**src/hw/rtl/tlr_pkg.sv**
```systemverilog
// Shared constants, types and helpers of the thick line rasterizer.
`default_nettype none

package tlr_pkg;

    // Coordinate and field widths
    localparam int COORD_W    = 12;
    localparam int PIX_W      = 14;
    localparam int BRUSH_W    = 3;
    localparam int COLOR_W    = 32;
    localparam int ALPHA_W    = 8;
    localparam int CFG_DATA_W = 32;
    localparam int CFG_ADDR_W = 3;

    // Largest brush half side; brush counters run 0 .. 2*MAX_BRUSH-1
    localparam int MAX_BRUSH = 4;
    localparam int CNT_W     = (2 * MAX_BRUSH > 2) ? $clog2(2 * MAX_BRUSH) : 1;

    // Divider sizing
    localparam int PROD_W    = 2 * COORD_W;
    localparam int DIV_CNT_W = $clog2(COORD_W + 1);

    // Queue between front and back
    localparam int QUEUE_DEPTH = 4;
    localparam int QPTR_W      = $clog2(QUEUE_DEPTH);
    localparam int QCNT_W      = $clog2(QUEUE_DEPTH + 1);

    localparam logic [BRUSH_W-1:0] BRUSH_RESET = BRUSH_W'(2);

    typedef enum logic [CFG_ADDR_W-1:0] {
        REG_X_START    = 3'd0,
        REG_Y_START    = 3'd1,
        REG_X_END      = 3'd2,
        REG_Y_END      = 3'd3,
        REG_BRUSH_HALF = 3'd4,
        REG_PEN_COLOR  = 3'd5,
        REG_PEN_ALPHA  = 3'd6
    } cfg_reg_e;

    typedef struct packed {
        logic [COORD_W-1:0] x_start;
        logic [COORD_W-1:0] y_start;
        logic [COORD_W-1:0] x_end;
        logic [COORD_W-1:0] y_end;
        logic [BRUSH_W-1:0] brush_half;
        logic [COLOR_W-1:0] pen_color;
        logic [ALPHA_W-1:0] pen_alpha;
    } cfg_t;

    // Classified step index, as held by the front
    typedef struct packed {
        logic [COORD_W-1:0] idx;
        logic               item_valid;
        logic               major_x;
        logic [COORD_W-1:0] maj_coord;
        logic [COORD_W-1:0] min_start;
        logic [COORD_W-1:0] min_delta;
        logic [COORD_W-1:0] len;
    } front_desc_t;

    // Brush center handed to the back
    typedef struct packed {
        logic [COORD_W-1:0] cx;
        logic [COORD_W-1:0] cy;
        logic               pix_valid;
    } queue_entry_t;

    typedef enum logic [1:0] {
        DIV_IDLE,
        DIV_RUN,
        DIV_DONE
    } div_state_t;

    function automatic logic [BRUSH_W-1:0] clamp_brush(input logic [BRUSH_W-1:0] half);
        logic [BRUSH_W-1:0] t;
        t = half;
        if (t == '0) begin
            t = BRUSH_W'(1);
        end
        if (t > BRUSH_W'(MAX_BRUSH)) begin
            t = BRUSH_W'(MAX_BRUSH);
        end
        return t;
    endfunction

endpackage

`default_nettype wire

```
**src/hw/rtl/tlr_front.sv**
```systemverilog
// Front stage: accept a step index and classify it against the line registers.
`default_nettype none

module tlr_front import tlr_pkg::*; (
    input  wire logic               aclk,
    input  wire logic               aresetn,
    input  wire cfg_t               cfg,
    input  wire logic               s_valid,
    output logic                    s_ready,
    input  wire logic [COORD_W-1:0] s_step_index,
    output logic                    f_valid,
    input  wire logic               f_ready,
    output front_desc_t             f_desc
);

    logic        f_valid_reg, f_valid_next;
    front_desc_t desc_reg, desc_next;

    logic [COORD_W-1:0] dx, dy;
    logic               major_x;
    logic               accept;

    assign s_ready = !f_valid_reg || f_ready;
    assign accept  = s_valid && s_ready;

    // An axis whose end lies before its start has zero delta
    always_comb begin
        dx      = (cfg.x_end >= cfg.x_start) ? (cfg.x_end - cfg.x_start) : '0;
        dy      = (cfg.y_end >= cfg.y_start) ? (cfg.y_end - cfg.y_start) : '0;
        major_x = (dx > dy);

        desc_next.idx        = s_step_index;
        desc_next.major_x    = major_x;
        desc_next.len        = major_x ? dx : dy;
        desc_next.item_valid = (s_step_index < desc_next.len);
        desc_next.maj_coord  = (major_x ? cfg.x_start : cfg.y_start) + s_step_index;
        desc_next.min_start  = major_x ? cfg.y_start : cfg.x_start;
        desc_next.min_delta  = major_x ? dy : dx;
    end

    always_comb begin
        f_valid_next = f_valid_reg;
        if (accept) begin
            f_valid_next = 1'b1;
        end else if (f_ready) begin
            f_valid_next = 1'b0;
        end
    end

    always_ff @(posedge aclk) begin
        if (!aresetn) begin
            f_valid_reg <= 1'b0;
        end else begin
            f_valid_reg <= f_valid_next;
        end
    end

    always_ff @(posedge aclk) begin
        if (accept) begin
            desc_reg <= desc_next;
        end
    end

    assign f_valid = f_valid_reg;
    assign f_desc  = desc_reg;

endmodule

`default_nettype wire

```
**src/hw/rtl/tlr_div.sv**
```systemverilog
// Minor-axis unit: multiply once, then restoring division one quotient bit a cycle.
`default_nettype none

module tlr_div import tlr_pkg::*; (
    input  wire logic        aclk,
    input  wire logic        aresetn,
    input  wire logic        in_valid,
    output logic             in_ready,
    input  wire front_desc_t in_desc,
    output logic             out_valid,
    input  wire logic        out_ready,
    output queue_entry_t     out_entry
);

    div_state_t state_reg, state_next;

    logic [COORD_W-1:0]   rem_reg, rem_next;
    logic [COORD_W-1:0]   dq_reg, dq_next;
    logic [DIV_CNT_W-1:0] cnt_reg, cnt_next;
    logic [COORD_W-1:0]   len_reg;
    logic [COORD_W-1:0]   maj_reg;
    logic [COORD_W-1:0]   min_start_reg;
    logic                 major_x_reg;
    logic                 valid_reg;

    logic [PROD_W-1:0]  prod;
    logic [COORD_W:0]   trial;
    logic               trial_ge;
    logic [COORD_W-1:0] minor;
    logic               accept;

    // Outputs of the state machine
    always_comb begin
        in_ready  = 1'b0;
        out_valid = 1'b0;
        case (state_reg)
            DIV_IDLE: begin
                in_ready = 1'b1;
            end
            DIV_RUN: begin
                in_ready = 1'b0;
            end
            DIV_DONE: begin
                out_valid = 1'b1;
                in_ready  = out_ready;
            end
            default: begin
                in_ready  = 1'b0;
                out_valid = 1'b0;
            end
        endcase
    end

    assign accept = in_valid && in_ready;

    // Next state
    always_comb begin
        state_next = state_reg;
        case (state_reg)
            DIV_IDLE: begin
                if (accept) begin
                    state_next = in_desc.item_valid ? DIV_RUN : DIV_DONE;
                end
            end
            DIV_RUN: begin
                if (cnt_reg == DIV_CNT_W'(1)) begin
                    state_next = DIV_DONE;
                end
            end
            DIV_DONE: begin
                if (accept) begin
                    state_next = in_desc.item_valid ? DIV_RUN : DIV_DONE;
                end else if (out_ready) begin
                    state_next = DIV_IDLE;
                end
            end
            default: begin
                state_next = DIV_IDLE;
            end
        endcase
    end

    // Quotient is known to fit COORD_W bits, so the high half of the
    // product starts as the partial remainder
    assign prod     = PROD_W'(in_desc.min_delta) * PROD_W'(in_desc.idx);
    assign trial    = {rem_reg, dq_reg[COORD_W-1]};
    assign trial_ge = (trial >= {1'b0, len_reg});

    always_comb begin
        rem_next = rem_reg;
        dq_next  = dq_reg;
        cnt_next = cnt_reg;
        if (accept) begin
            rem_next = prod[PROD_W-1:COORD_W];
            dq_next  = prod[COORD_W-1:0];
            cnt_next = DIV_CNT_W'(COORD_W);
        end else if (state_reg == DIV_RUN) begin
            rem_next = trial_ge ? COORD_W'(trial - {1'b0, len_reg}) : trial[COORD_W-1:0];
            dq_next  = {dq_reg[COORD_W-2:0], trial_ge};
            cnt_next = cnt_reg - DIV_CNT_W'(1);
        end
    end

    always_ff @(posedge aclk) begin
        if (!aresetn) begin
            state_reg <= DIV_IDLE;
        end else begin
            state_reg <= state_next;
        end
    end

    always_ff @(posedge aclk) begin
        rem_reg <= rem_next;
        dq_reg  <= dq_next;
        cnt_reg <= cnt_next;
        if (accept) begin
            len_reg       <= in_desc.len;
            maj_reg       <= in_desc.maj_coord;
            min_start_reg <= in_desc.min_start;
            major_x_reg   <= in_desc.major_x;
            valid_reg     <= in_desc.item_valid;
        end
    end

    assign minor = min_start_reg + dq_reg;

    always_comb begin
        out_entry.cx        = major_x_reg ? maj_reg : minor;
        out_entry.cy        = major_x_reg ? minor : maj_reg;
        out_entry.pix_valid = valid_reg;
    end

endmodule

`default_nettype wire

```
**src/hw/rtl/tlr_queue.sv**
```systemverilog
// Short queue of brush centers between the front and the back.
`default_nettype none

module tlr_queue import tlr_pkg::*; (
    input  wire logic         aclk,
    input  wire logic         aresetn,
    input  wire logic         in_valid,
    output logic              in_ready,
    input  wire queue_entry_t in_entry,
    output logic              out_valid,
    input  wire logic         out_ready,
    output queue_entry_t      out_entry
);

    queue_entry_t entry_reg [QUEUE_DEPTH];

    logic [QPTR_W-1:0] wr_ptr_reg, wr_ptr_next;
    logic [QPTR_W-1:0] rd_ptr_reg, rd_ptr_next;
    logic [QCNT_W-1:0] count_reg, count_next;
    logic              push, pop;

    assign in_ready  = (count_reg != QCNT_W'(QUEUE_DEPTH));
    assign out_valid = (count_reg != '0);
    assign push      = in_valid && in_ready;
    assign pop       = out_valid && out_ready;

    always_comb begin
        wr_ptr_next = push ? QPTR_W'(wr_ptr_reg + 1'b1) : wr_ptr_reg;
        rd_ptr_next = pop ? QPTR_W'(rd_ptr_reg + 1'b1) : rd_ptr_reg;
        count_next  = count_reg;
        if (push && !pop) begin
            count_next = count_reg + QCNT_W'(1);
        end else if (pop && !push) begin
            count_next = count_reg - QCNT_W'(1);
        end
    end

    always_ff @(posedge aclk) begin
        if (!aresetn) begin
            wr_ptr_reg <= '0;
            rd_ptr_reg <= '0;
            count_reg  <= '0;
        end else begin
            wr_ptr_reg <= wr_ptr_next;
            rd_ptr_reg <= rd_ptr_next;
            count_reg  <= count_next;
        end
    end

    always_ff @(posedge aclk) begin
        if (push) begin
            entry_reg[wr_ptr_reg] <= in_entry;
        end
    end

    assign out_entry = entry_reg[rd_ptr_reg];

endmodule

`default_nettype wire

```
**src/hw/rtl/tlr_back.sv**
```systemverilog
// Back stage: sweep the square brush around each center, one pixel word a cycle while the output is not stalled.
`default_nettype none

module tlr_back import tlr_pkg::*; (
    input  wire logic         aclk,
    input  wire logic         aresetn,
    input  wire cfg_t         cfg,
    input  wire logic         q_valid,
    output logic              q_ready,
    input  wire queue_entry_t q_entry,
    output logic              m_valid,
    input  wire logic         m_ready,
    output logic [PIX_W-1:0]  m_pixel_x,
    output logic [PIX_W-1:0]  m_pixel_y,
    output logic [COLOR_W-1:0] m_out_color,
    output logic [ALPHA_W-1:0] m_out_alpha,
    output logic              m_pixel_valid,
    output logic              m_last_of_run
);

    logic         cur_valid_reg, cur_valid_next;
    queue_entry_t cur_reg;
    logic [CNT_W-1:0] cnt_x_reg, cnt_x_next;
    logic [CNT_W-1:0] cnt_y_reg, cnt_y_next;

    logic               m_valid_reg, m_valid_next;
    logic [PIX_W-1:0]   px_reg, py_reg;
    logic [COLOR_W-1:0] color_reg;
    logic [ALPHA_W-1:0] alpha_reg;
    logic               pvalid_reg, last_reg;

    logic [BRUSH_W-1:0] side;
    logic [BRUSH_W:0]   side2;
    logic [CNT_W-1:0]   last_cnt;
    logic               adv, last_pix, take;
    logic [PIX_W-1:0]   px, py;

    assign side     = clamp_brush(cfg.brush_half);
    assign side2    = {side, 1'b0};
    assign last_cnt = CNT_W'(side2 - 1'b1);

    assign adv      = cur_valid_reg && (!m_valid_reg || m_ready);
    assign last_pix = !cur_reg.pix_valid || ((cnt_x_reg == last_cnt) && (cnt_y_reg == last_cnt));
    assign q_ready  = !cur_valid_reg || (adv && last_pix);
    assign take     = q_valid && q_ready;

    // Offset runs from -side to side-1: center + count - side
    assign px = PIX_W'(cur_reg.cx) + PIX_W'(cnt_x_reg) - PIX_W'(side);
    assign py = PIX_W'(cur_reg.cy) + PIX_W'(cnt_y_reg) - PIX_W'(side);

    always_comb begin
        cur_valid_next = cur_valid_reg;
        cnt_x_next     = cnt_x_reg;
        cnt_y_next     = cnt_y_reg;
        if (take) begin
            cur_valid_next = 1'b1;
            cnt_x_next     = '0;
            cnt_y_next     = '0;
        end else if (adv) begin
            if (last_pix) begin
                cur_valid_next = 1'b0;
            end else if (cnt_y_reg == last_cnt) begin
                cnt_y_next = '0;
                cnt_x_next = cnt_x_reg + CNT_W'(1);
            end else begin
                cnt_y_next = cnt_y_reg + CNT_W'(1);
            end
        end

        m_valid_next = m_valid_reg;
        if (adv) begin
            m_valid_next = 1'b1;
        end else if (m_ready) begin
            m_valid_next = 1'b0;
        end
    end

    always_ff @(posedge aclk) begin
        if (!aresetn) begin
            cur_valid_reg <= 1'b0;
            m_valid_reg   <= 1'b0;
        end else begin
            cur_valid_reg <= cur_valid_next;
            m_valid_reg   <= m_valid_next;
        end
    end

    always_ff @(posedge aclk) begin
        cnt_x_reg <= cnt_x_next;
        cnt_y_reg <= cnt_y_next;
        if (take) begin
            cur_reg <= q_entry;
        end
        if (adv) begin
            if (cur_reg.pix_valid) begin
                px_reg    <= px;
                py_reg    <= py;
                color_reg <= cfg.pen_color;
                alpha_reg <= cfg.pen_alpha;
            end else begin
                px_reg    <= '0;
                py_reg    <= '0;
                color_reg <= '0;
                alpha_reg <= '0;
            end
            pvalid_reg <= cur_reg.pix_valid;
            last_reg   <= last_pix;
        end
    end

    assign m_valid       = m_valid_reg;
    assign m_pixel_x     = px_reg;
    assign m_pixel_y     = py_reg;
    assign m_out_color   = color_reg;
    assign m_out_alpha   = alpha_reg;
    assign m_pixel_valid = pvalid_reg;
    assign m_last_of_run = last_reg;

endmodule

`default_nettype wire

```
**src/hw/rtl/thick_line_rasterizer_unit.sv**
```systemverilog
// The back emits one pixel word a cycle while the output is not stalled. The minor-axis
//   divider loads the product once and, for an index on the line, gives one quotient bit
//   per cycle; it takes a new step index only when idle or handing its result on.
// Reset (aresetn low, synchronous): empties front, divider, queue and back; line registers
//   return to zero, brush half to 2. No clearing pass is needed.
`default_nettype none

module thick_line_rasterizer_unit import tlr_pkg::*; (
    input  wire logic                  aclk,
    input  wire logic                  aresetn,

    // Configuration write port
    input  wire logic                  cfg_we,
    input  wire logic [CFG_ADDR_W-1:0] cfg_addr,
    input  wire logic [CFG_DATA_W-1:0] cfg_wdata,

    // Step index words in
    input  wire logic                  s_valid,
    output logic                       s_ready,
    input  wire logic [COORD_W-1:0]    s_step_index,

    // Pixel words out
    output logic                       m_valid,
    input  wire logic                  m_ready,
    output logic [PIX_W-1:0]           m_pixel_x,
    output logic [PIX_W-1:0]           m_pixel_y,
    output logic [COLOR_W-1:0]         m_out_color,
    output logic [ALPHA_W-1:0]         m_out_alpha,
    output logic                       m_pixel_valid,
    output logic                       m_last_of_run
);

    // ------------------------------------------------------------------
    // Line registers. They must be written only while the pipe is empty, so every
    // stage may read them directly; the block itself does not enforce this.
    // ------------------------------------------------------------------
    cfg_t cfg_reg, cfg_next;

    always_comb begin
        cfg_next = cfg_reg;
        if (cfg_we) begin
            case (cfg_addr)
                REG_X_START:    cfg_next.x_start    = cfg_wdata[COORD_W-1:0];
                REG_Y_START:    cfg_next.y_start    = cfg_wdata[COORD_W-1:0];
                REG_X_END:      cfg_next.x_end      = cfg_wdata[COORD_W-1:0];
                REG_Y_END:      cfg_next.y_end      = cfg_wdata[COORD_W-1:0];
                REG_BRUSH_HALF: cfg_next.brush_half = cfg_wdata[BRUSH_W-1:0];
                REG_PEN_COLOR:  cfg_next.pen_color  = cfg_wdata[COLOR_W-1:0];
                REG_PEN_ALPHA:  cfg_next.pen_alpha  = cfg_wdata[ALPHA_W-1:0];
                default: begin
                    // drop writes to unused indexes
                    cfg_next = cfg_reg;
                end
            endcase
        end
    end

    always_ff @(posedge aclk) begin
        if (!aresetn) begin
            cfg_reg.x_start    <= '0;
            cfg_reg.y_start    <= '0;
            cfg_reg.x_end      <= '0;
            cfg_reg.y_end      <= '0;
            cfg_reg.brush_half <= BRUSH_RESET;
            cfg_reg.pen_color  <= '0;
            cfg_reg.pen_alpha  <= '0;
        end else begin
            cfg_reg <= cfg_next;
        end
    end

    // ------------------------------------------------------------------
    // Front: accept and classify (delta, major axis, in-range check)
    // ------------------------------------------------------------------
    logic        f_valid, f_ready;
    front_desc_t f_desc;

    tlr_front u_front (
        .aclk         (aclk),
        .aresetn      (aresetn),
        .cfg          (cfg_reg),
        .s_valid      (s_valid),
        .s_ready      (s_ready),
        .s_step_index (s_step_index),
        .f_valid      (f_valid),
        .f_ready      (f_ready),
        .f_desc       (f_desc)
    );

    // ------------------------------------------------------------------
    // Divider: minor coordinate = start + delta*index / length
    // ------------------------------------------------------------------
    logic         d_valid, d_ready;
    queue_entry_t d_entry;

    tlr_div u_div (
        .aclk      (aclk),
        .aresetn   (aresetn),
        .in_valid  (f_valid),
        .in_ready  (f_ready),
        .in_desc   (f_desc),
        .out_valid (d_valid),
        .out_ready (d_ready),
        .out_entry (d_entry)
    );

    // ------------------------------------------------------------------
    // Queue: hold brush centers so the back can stall on its own
    // ------------------------------------------------------------------
    logic         q_valid, q_ready;
    queue_entry_t q_entry;

    tlr_queue u_queue (
        .aclk      (aclk),
        .aresetn   (aresetn),
        .in_valid  (d_valid),
        .in_ready  (d_ready),
        .in_entry  (d_entry),
        .out_valid (q_valid),
        .out_ready (q_ready),
        .out_entry (q_entry)
    );

    // ------------------------------------------------------------------
    // Back: sweep the brush, x offset outer, y offset inner
    // ------------------------------------------------------------------
    tlr_back u_back (
        .aclk          (aclk),
        .aresetn       (aresetn),
        .cfg           (cfg_reg),
        .q_valid       (q_valid),
        .q_ready       (q_ready),
        .q_entry       (q_entry),
        .m_valid       (m_valid),
        .m_ready       (m_ready),
        .m_pixel_x     (m_pixel_x),
        .m_pixel_y     (m_pixel_y),
        .m_out_color   (m_out_color),
        .m_out_alpha   (m_out_alpha),
        .m_pixel_valid (m_pixel_valid),
        .m_last_of_run (m_last_of_run)
    );

    // ------------------------------------------------------------------
    // Checks
    // ------------------------------------------------------------------
    logic signed [PIX_W-1:0] chk_x, chk_y;
    assign chk_x = m_pixel_x;
    assign chk_y = m_pixel_y;

    // An out-of-range index gives a single zeroed word that closes its run
    a_invalid_word: assert property (@(posedge aclk) disable iff (!aresetn)
        (m_valid && !m_pixel_valid) |-> (m_last_of_run && (m_pixel_x == '0)
                                         && (m_pixel_y == '0)))
        else $error("invalid word not zeroed or not last");

    // A brush run leaves no gap: after a non-final word is taken, the next follows
    a_run_no_gap: assert property (@(posedge aclk) disable iff (!aresetn)
        (m_valid && m_ready && !m_last_of_run) |=> m_valid)
        else $error("gap inside a brush run");

    // Brush pixels stay within the brush reach around the coordinate range
    a_pixel_range: assert property (@(posedge aclk) disable iff (!aresetn)
        (m_valid && m_pixel_valid) |->
            ((chk_x >= -PIX_W'(MAX_BRUSH)) && (chk_x < PIX_W'((1 << COORD_W) + MAX_BRUSH))
             && (chk_y >= -PIX_W'(MAX_BRUSH))
             && (chk_y < PIX_W'((1 << COORD_W) + MAX_BRUSH))))
        else $error("pixel coordinate out of reach");

endmodule

`default_nettype wire

```
**config.mk**
```make
export PLATFORM = sky130hd
export DESIGN_NAME = thick_line_rasterizer_unit
export DESIGN_NICKNAME = d
export VERILOG_FILES = /design/src/hw/rtl/tlr_pkg.sv /design/src/hw/rtl/tlr_front.sv /design/src/hw/rtl/tlr_div.sv /design/src/hw/rtl/tlr_queue.sv /design/src/hw/rtl/tlr_back.sv /design/src/hw/rtl/thick_line_rasterizer_unit.sv
export SDC_FILE = /design/constraint.sdc
export NUM_CORES = 1
export LEC_CHECK = 0
export BUFFER_PORTS_ARGS = -buffer_cell sky130_fd_sc_hd__buf_4
export CAP_MARGIN = 0
export CORE_MARGIN = 5
export CORE_UTILIZATION = 45
export DETAILED_ROUTE_END_ITERATION = 12
export GPL_TIMING_DRIVEN = 0
export PLACE_DENSITY_LB_ADDON = 0.3
export SLEW_MARGIN = 20
export SYNTH_ARGS = -nofsm -noshare
export SYNTH_HDL_FRONTEND = slang
export SYNTH_HIERARCHICAL = 1
export SYNTH_SLANG_ARGS = --single-unit
```
**constraint.sdc**
```tcl
create_clock -name aclk -period 6.15 [get_ports aclk]
set_input_delay 1.23 -clock aclk [delete_from_list [all_inputs] [get_ports aclk]]
set_output_delay 1.23 -clock aclk [all_outputs]
set_load 0.02 [all_outputs]
```
==> results of run 1 <==
-- worst max-delay path by stage --
| stage | start | to | slack, ns | cells after the start |
|---|---|---|---|---|
| after global routing | cfg_reg[43] | u_front/f_desc[46] | -0.006 | 26 |
| after floorplan | cfg_reg[43] | u_front/f_desc[46] | 0.84 | 25 |
| final | cfg_reg[80] | u_front/f_desc[46] | 0.32 | 25 |
| after global placement | cfg_reg[43] | u_front/f_desc[46] | -0.11 | 25 |
| after CTS | cfg_reg[43] | u_front/f_desc[46] | 0.003 | 25 |
| after detailed placement | cfg_reg[43] | u_front/f_desc[46] | -0.25 | 26 |
-- cell type report --
type,count,share of cell area [%]
multi-input combinational,1578,43.7
clock inverter,21,0.730
inverter,253,3.20
buffer,86,1.44
clock buffer,65,4.26
timing repair buffer,126,3.34
antenna,1,0.00844
tap,765,3.23
sequential,434,40.1
-- power by group through the flow --
stage / Sequential (mW) / Clock, mW / Combinational (mW)
detailed placement: 4.35 / 0 / 9.14
global placement: 4.36 / 0 / 8.94
finish: 4.28 / 2.72 / 9.27
floorplan: 4.43 / 0 / 6.64
global route: 4.34 / 2.91 / 10.4
CTS: 4.29 / 2.79 / 9.24
-- cell usage in the layout (no fill, tap or decap), drive strengths merged, types with 8 or more instances in the layout --
cell type	instances
a21oi	93
nand3	28
fa	112
o21ai	98
nand2b	28
xnor2	44
a21boi	10
a211oi	14
clkinv	13
nor3	18
xor2	24
a21o	35
edfxtp	319
clkbuf	126
o21a	29
a221oi	8
ha	180
buf	151
o211ai	8
mux4	25
a31oi	15
dfxtp	115
and2	112
nand2	344
nor2b	25
mux2i	117
mux2	30
inv	257
nor2	71
nand4	14
-- metrics by stage --
stage                     worst slack (ns)  hold WS (ns)  cell area (µm²)  setup TNS (ns)  util, %
after CTS                          0.00282         0.412            29600               0     51.4
after global routing              -0.00596         0.423            29600        -0.00596     51.5
final                                0.316         0.416            29600               0     51.5
after floorplan                      0.840         0.400            26100               0        -
after global placement              -0.108         0.407            28000          -0.108     48.7
after detailed placement            -0.251         0.405            28100          -0.291     48.8
-- metal layers --
layer	GRT usage [%]	part of all wire [%]
met1	25.1	43
met2	32.0	49
met3	3.00	5.1
met4	5.97	2.8
met5	0	0.021
-- cell families after synthesis --
family                   share of synthesized area, %
AO/OA/AOI/OAI                                    9.25
XOR/XNOR                                         2.28
adder cells (fa/ha/maj)                          17.2
buffers and inverters                            5.24
flip-flops                                       45.4
multiplexers                                     8.00
AND/OR/NAND/NOR                                  12.6
-- repair_timing --
item | 4_1_cts | 5_1_grt
setup endpoints to repair | 2 | 5
gates resized for setup | 4 | 15
pin swaps | 1 | 0
==> flow_metrics.tcl, run 1 <==
set metrics [dict create \
    ys.flop_type "edfxtp_1" \
    clock-sinks 434 \
    post_cts_buffers 0 \
    drc 0 \
    swShare_pct 43.2 \
    nets 2869 \
    path_delay_family "compound AO/OA/AOI/OAI gates" \
    p_int_mw 9.23 \
    drv_slew 0 \
    place_inst 3244 \
    r2r_cells 25 \
    synthArstFlopShare_pct 0 \
    slew_headroom_pct 24.9 \
    status "finished clean" \
    worstHoldStart "u_front/f_desc[45]" \
    synth_warnings 6 \
    multi_input_area_um2 13000 \
    cp.required_ns 6.43 \
    cpMostUsedCell "inv_1" \
    min_period_ns 5.83 \
    num_rows 88 \
    hold_class "flop to flop" \
    vias 17700 \
    worstPathArrival_ns 6.12 \
    io_pins 124 \
    gp_congestion 0.894 \
    synth_enable_flop_cells 319 \
    wl_per_cell_um 18.4 \
    cts_tree "built" \
    critPathMaxFanout 10 \
    overflow 0 \
    grt.total_usage_pct 18.9 \
    grt_pass1_vias 17900 \
    synth_top_area_cell "edfxtp_1" \
    power_mw 16.3 \
    r2r_start "cfg_reg[80]" \
    grt_max_degree 61 \
    r2r-end "u_front/f_desc[46]" \
    cts-hold-fix-buffers 0 \
    cap_violations 0 \
    instances_no_fill 3329 \
    hold_viol 0 \
    dieArea_um2 63000 \
    synth_common_cells "342 x nand2_1, 319 x edfxtp_1, 253 x inv_1, 180 x ha_1, 117 x mux2i_1" \
    syn-cell-area_um2 26100 \
    syn-num-nets 2697 \
    dr.pass1.iters 5 \
    portBuffers 123 \
    start_util_pct 45.4 \
    largest_register_ff_count 100 \
    setup.worst_path.start_class "flop" \
    max_freq_mhz 171 \
    core_um2 57600 \
    critPathBufInv 5 \
    drt_wl_total_mm 61.2 \
    pwr-share-clk_pct 16.7 \
    sequentialPowerShare_pct 26.3 \
    post-route-period-util_pct 94.9 \
    root_buffer "clkbuf_16" \
    hpwl_mm 47.6 \
    antenna_found_initial 2 \
    nFillCells 5066 \
    combPwrFrac_pct 57.0 \
    synth_area_per_cell_um2 11.1 \
    path_clk_slew_ns 0.06 \
    p_per_area_nw_per_um2 549 \
    regArea_um2 11900 \
    holdPathEnd "u_div/maj_reg[9]" \
    synth-seq-cells 434 \
    grt_pass1_wl_mm 95.7 \
    synth_top_area_share_pct 36.6 \
    cp-end-kind "flop" \
    chipWidth_um 251 \
    ys_seq_area_share_pct 45.4 \
    synthCells 2353 \
    drive_gt1_share_pct 12.3 \
    area_delta_synth_final_pct 13.4 \
    synth_area_leaders "edfxtp_1 37%, dfxtp_1 8.8%, ha_1 8.6%, fa_1 8.6%, nand2_1 4.9%" \
    static-leakage-power_nw 12.6 \
    synth.distinct_cells 93 \
    p_switching_mw 7.04 \
    die_height_um 251 \
    dr.first_iter.drc_count 1183 \
    clk_path_buf_depth 3 \
    worst_path_max_delay_cell "dfxtp_1" \
    worstSetupPathType "flop to flop" \
    tightest_slew_ns 1.11 \
    vias_per_cell 5.32 \
    vdd_ir_drop_max_mv 0.662 \
    fin_worst_skew_ns 0.0182 \
    worst_skew_pair.late_latency_ns 0.57 \
    yosysMostFrequentCell "nand2_1" \
    setup-violations-final 0 \
    htreeDepth 2 \
    worstHoldPathCells 0 \
    postRouteAntennaNets 0 \
    worst_path_largest_cell_delay_ns 0.44 \
    numCtsBuffers 46 \
    r2r_slack_ns 0.32 \
]
Note: power is estimated with default switching activity, not from simulation.
==> run 2, diff against run 1 <==
--- a/config.mk
+++ b/config.mk
@@ -5,6 +5,7 @@
 export SDC_FILE = /design/constraint.sdc
 export NUM_CORES = 1
 export LEC_CHECK = 0
+export ABC_AREA = 1
 export BUFFER_PORTS_ARGS = -buffer_cell sky130_fd_sc_hd__buf_4
 export CAP_MARGIN = 0
 export CORE_MARGIN = 5
==> run 2 against run 1 <==
Effect of this change:
- fmax up 5.5%
- clock skew up 0.0066 ns
- wire length up 6.4%
- critical path type unchanged
- synthesized cell count up 35%
- largest cell class unchanged
- non-clock buffer count up 23
- core utilization down 0.12 points
- worst setup slack better by 0.30 ns
- register-to-register slack better by 0.30 ns
==> flow_metrics.tcl, run 2 <==
set metrics [dict create \
    status "finished clean" \
    dieArea_um2 65300 \
    layout_commonest_cell "nand2_1" \
    io_pins 124 \
    path_clk_slew_ns 0.06 \
    dr.pass1.iters 6 \
    hold_class "flop to flop" \
    cts_resized 0 \
    grt_pass1_vias 19800 \
    synth-seq-cells 434 \
    synthArstFlopShare_pct 0 \
    drv_slew 0 \
    worstSetupPathType "flop to flop" \
    grt_pass1_wl_mm 104 \
    core_um2 60000 \
    yosysMostFrequentCell "nand2_1" \
    synth_common_cells "741 x nand2_1, 541 x inv_1, 341 x nor2_1, 319 x edfxtp_1, 193 x nand3_1" \
    die_height_um 255 \
    cts-hold-fix-buffers 0 \
    r2r-end "u_div/rem_reg[10]" \
    synth.distinct_cells 50 \
    vias_per_cell 5.00 \
    cp-end-kind "flop" \
    syn-num-nets 3512 \
    overflow 0 \
    nets 3690 \
    drt_wl_total_mm 65.1 \
    worst_path_max_delay_cell "fa_1" \
    postRouteAntennaNets 0 \
    max_freq_mhz 181 \
    synth_area_leaders "edfxtp_1 35%, nand2_1 10%, dfxtp_1 8.5%, ha_1 8.3%, fa_1 8.3%" \
    final_cell_mix "740 x nand2_1, 540 x inv_1, 337 x nor2_1, 319 x edfxtp_1, 193 x nand3_1" \
    dr.first_iter.drc_count 1470 \
    grt_max_degree 48 \
    r2r_slack_ns 0.62 \
    setup.worst_path.start_class "flop" \
    clock-sinks 434 \
    critPathMaxFanout 10 \
    hold_viol 0 \
    finalSetupTns_ns 0 \
    tightest_slew_ns 0.977 \
    post-route-util_pct 51.4 \
    synth_top_area_share_pct 35.3 \
    cp.required_ns 6.47 \
    wl_per_cell_um 15.6 \
    numCtsBuffers 45 \
    syn-cell-area_um2 27100 \
    num_antenna_cells 0 \
    chipWidth_um 255 \
    setup-violations-final 0 \
    post-route-period-util_pct 89.9 \
    crit_start "u_front/f_desc[55]" \
    clk_path_buf_depth 3 \
    hpwl_mm 50.8 \
    min_period_ns 5.53 \
    grt.total_usage_pct 19.6 \
    vias 20800 \
    synth_area_per_cell_um2 8.56 \
    grt_setup_unrepaired "false" \
    worst_skew_pair.late_latency_ns 0.58 \
    portBuffers 123 \
    area_delta_synth_final_pct 13.7 \
    synthCells 3168 \
    synth_enable_flop_cells 319 \
    worstPathArrival_ns 5.85 \
    num_rows 90 \
    htreeDepth 2 \
    ys_seq_area_share_pct 43.8 \
    largest_register_ff_count 100 \
    worstPathCellList "clkbuf_1 > nand2_1 > fa_1 > inv_1 > fa_1 > fa_1 > fa_1 > inv_1 > fa_1 > inv_1 > ha_1 > nand2_1 > nor2_1 > nand3_1 > nand3_1 > nand2_1 > nand2_1 > nand2_1 > nand3_1 > nand2_1" \
    post_cts_buffers 0 \
    fin_worst_skew_ns 0.0248 \
    antenna_found_initial 0 \
    synth_warnings 6 \
    drc 0 \
    cp-endpoint "u_div/rem_reg[10]" \
    synth_top_area_cell "edfxtp_1" \
    r2r_cells 20 \
    ys.flop_type "edfxtp_1" \
    start_util_pct 45.2 \
    gp_congestion 0.933 \
    cts_tree "built" \
    worst_path_largest_cell_delay_ns 0.58 \
    cap_violations 0 \
    cpMostUsedCell "nand2_1" \
    root_buffer "clkbuf_16" \
    drive_gt1_share_pct 10.4 \
    slew_headroom_pct 34.9 \
    r2r_start "u_front/f_desc[55]" \
]
## run 2: cell families (layout without fill, tap and decap cells)
logic type | count (synthesis) | after routing | share of synthesized area [%]
AO/OA/AOI/OAI | 368 | 368 | 7.52
adder cells (fa/ha/maj) | 292 | 292 | 16.6
XOR/XNOR | 42 | 42 | 1.36
flip-flops | 434 | 434 | 43.8
AND/OR/NAND/NOR | 1368 | 1368 | 21.0
buffers and inverters | 664 | 878 | 9.77
## run 2: routing by layer
metal,track usage (%),routed length (µm)
met1,27.3,29300
met2,32.6,30400
met3,2.17,3430
met4,5.97,2010
met5,0,0
## run 2: worst min path at each step
stage	startpoint	to	slack, ns	cells after the start
after floorplan	u_front/f_desc[0]	u_div/len_reg[0]	0.40	0
after CTS	u_front/f_desc[41]	u_div/maj_reg[5]	0.41	0
after global placement	u_front/f_desc[47]	u_div/maj_reg[11]	0.40	0
final	u_front/f_desc[41]	u_div/maj_reg[5]	0.41	0
after global routing	u_front/f_desc[5]	u_div/len_reg[5]	0.42	0
after detailed placement	u_front/f_desc[9]	u_div/len_reg[9]	0.40	0
## run 2: worst max-delay path: cells and delay by family (launching register included)
kind	cells	cell delay, ns
adders and majority gates	6	3.04
buffers and inverters	4	0.69
DFF	1	0.38
and+or+nand+nor	10	1.16
## run 2: per-stage QoR
step	cell area [µm²]	hold WS (ns)	cells	worst slack [ns]
final	30800	0.412	4164	0.620
after floorplan	27100	0.400	3168	1.37
after global routing	30800	0.423	4164	0.274
after detailed placement	29300	0.405	4081	0.663
after CTS	30800	0.408	4164	0.666
after global placement	29000	0.403	4073	0.0431
## run 2: cell type report
type | count | area [µm²]
clock inverter | 22 | 273
fill | 5615 | 29200
buffer | 104 | 546
multi-input combinational | 2070 | 12600
sequential | 434 | 11900
inverter | 560 | 2110
timing repair buffer | 131 | 1120
tap | 782 | 978
clock buffer | 61 | 1290
Power of run 2 is not shown: default switching activity piles up to over one toggle a cycle in this logic, so the estimate is an artifact.
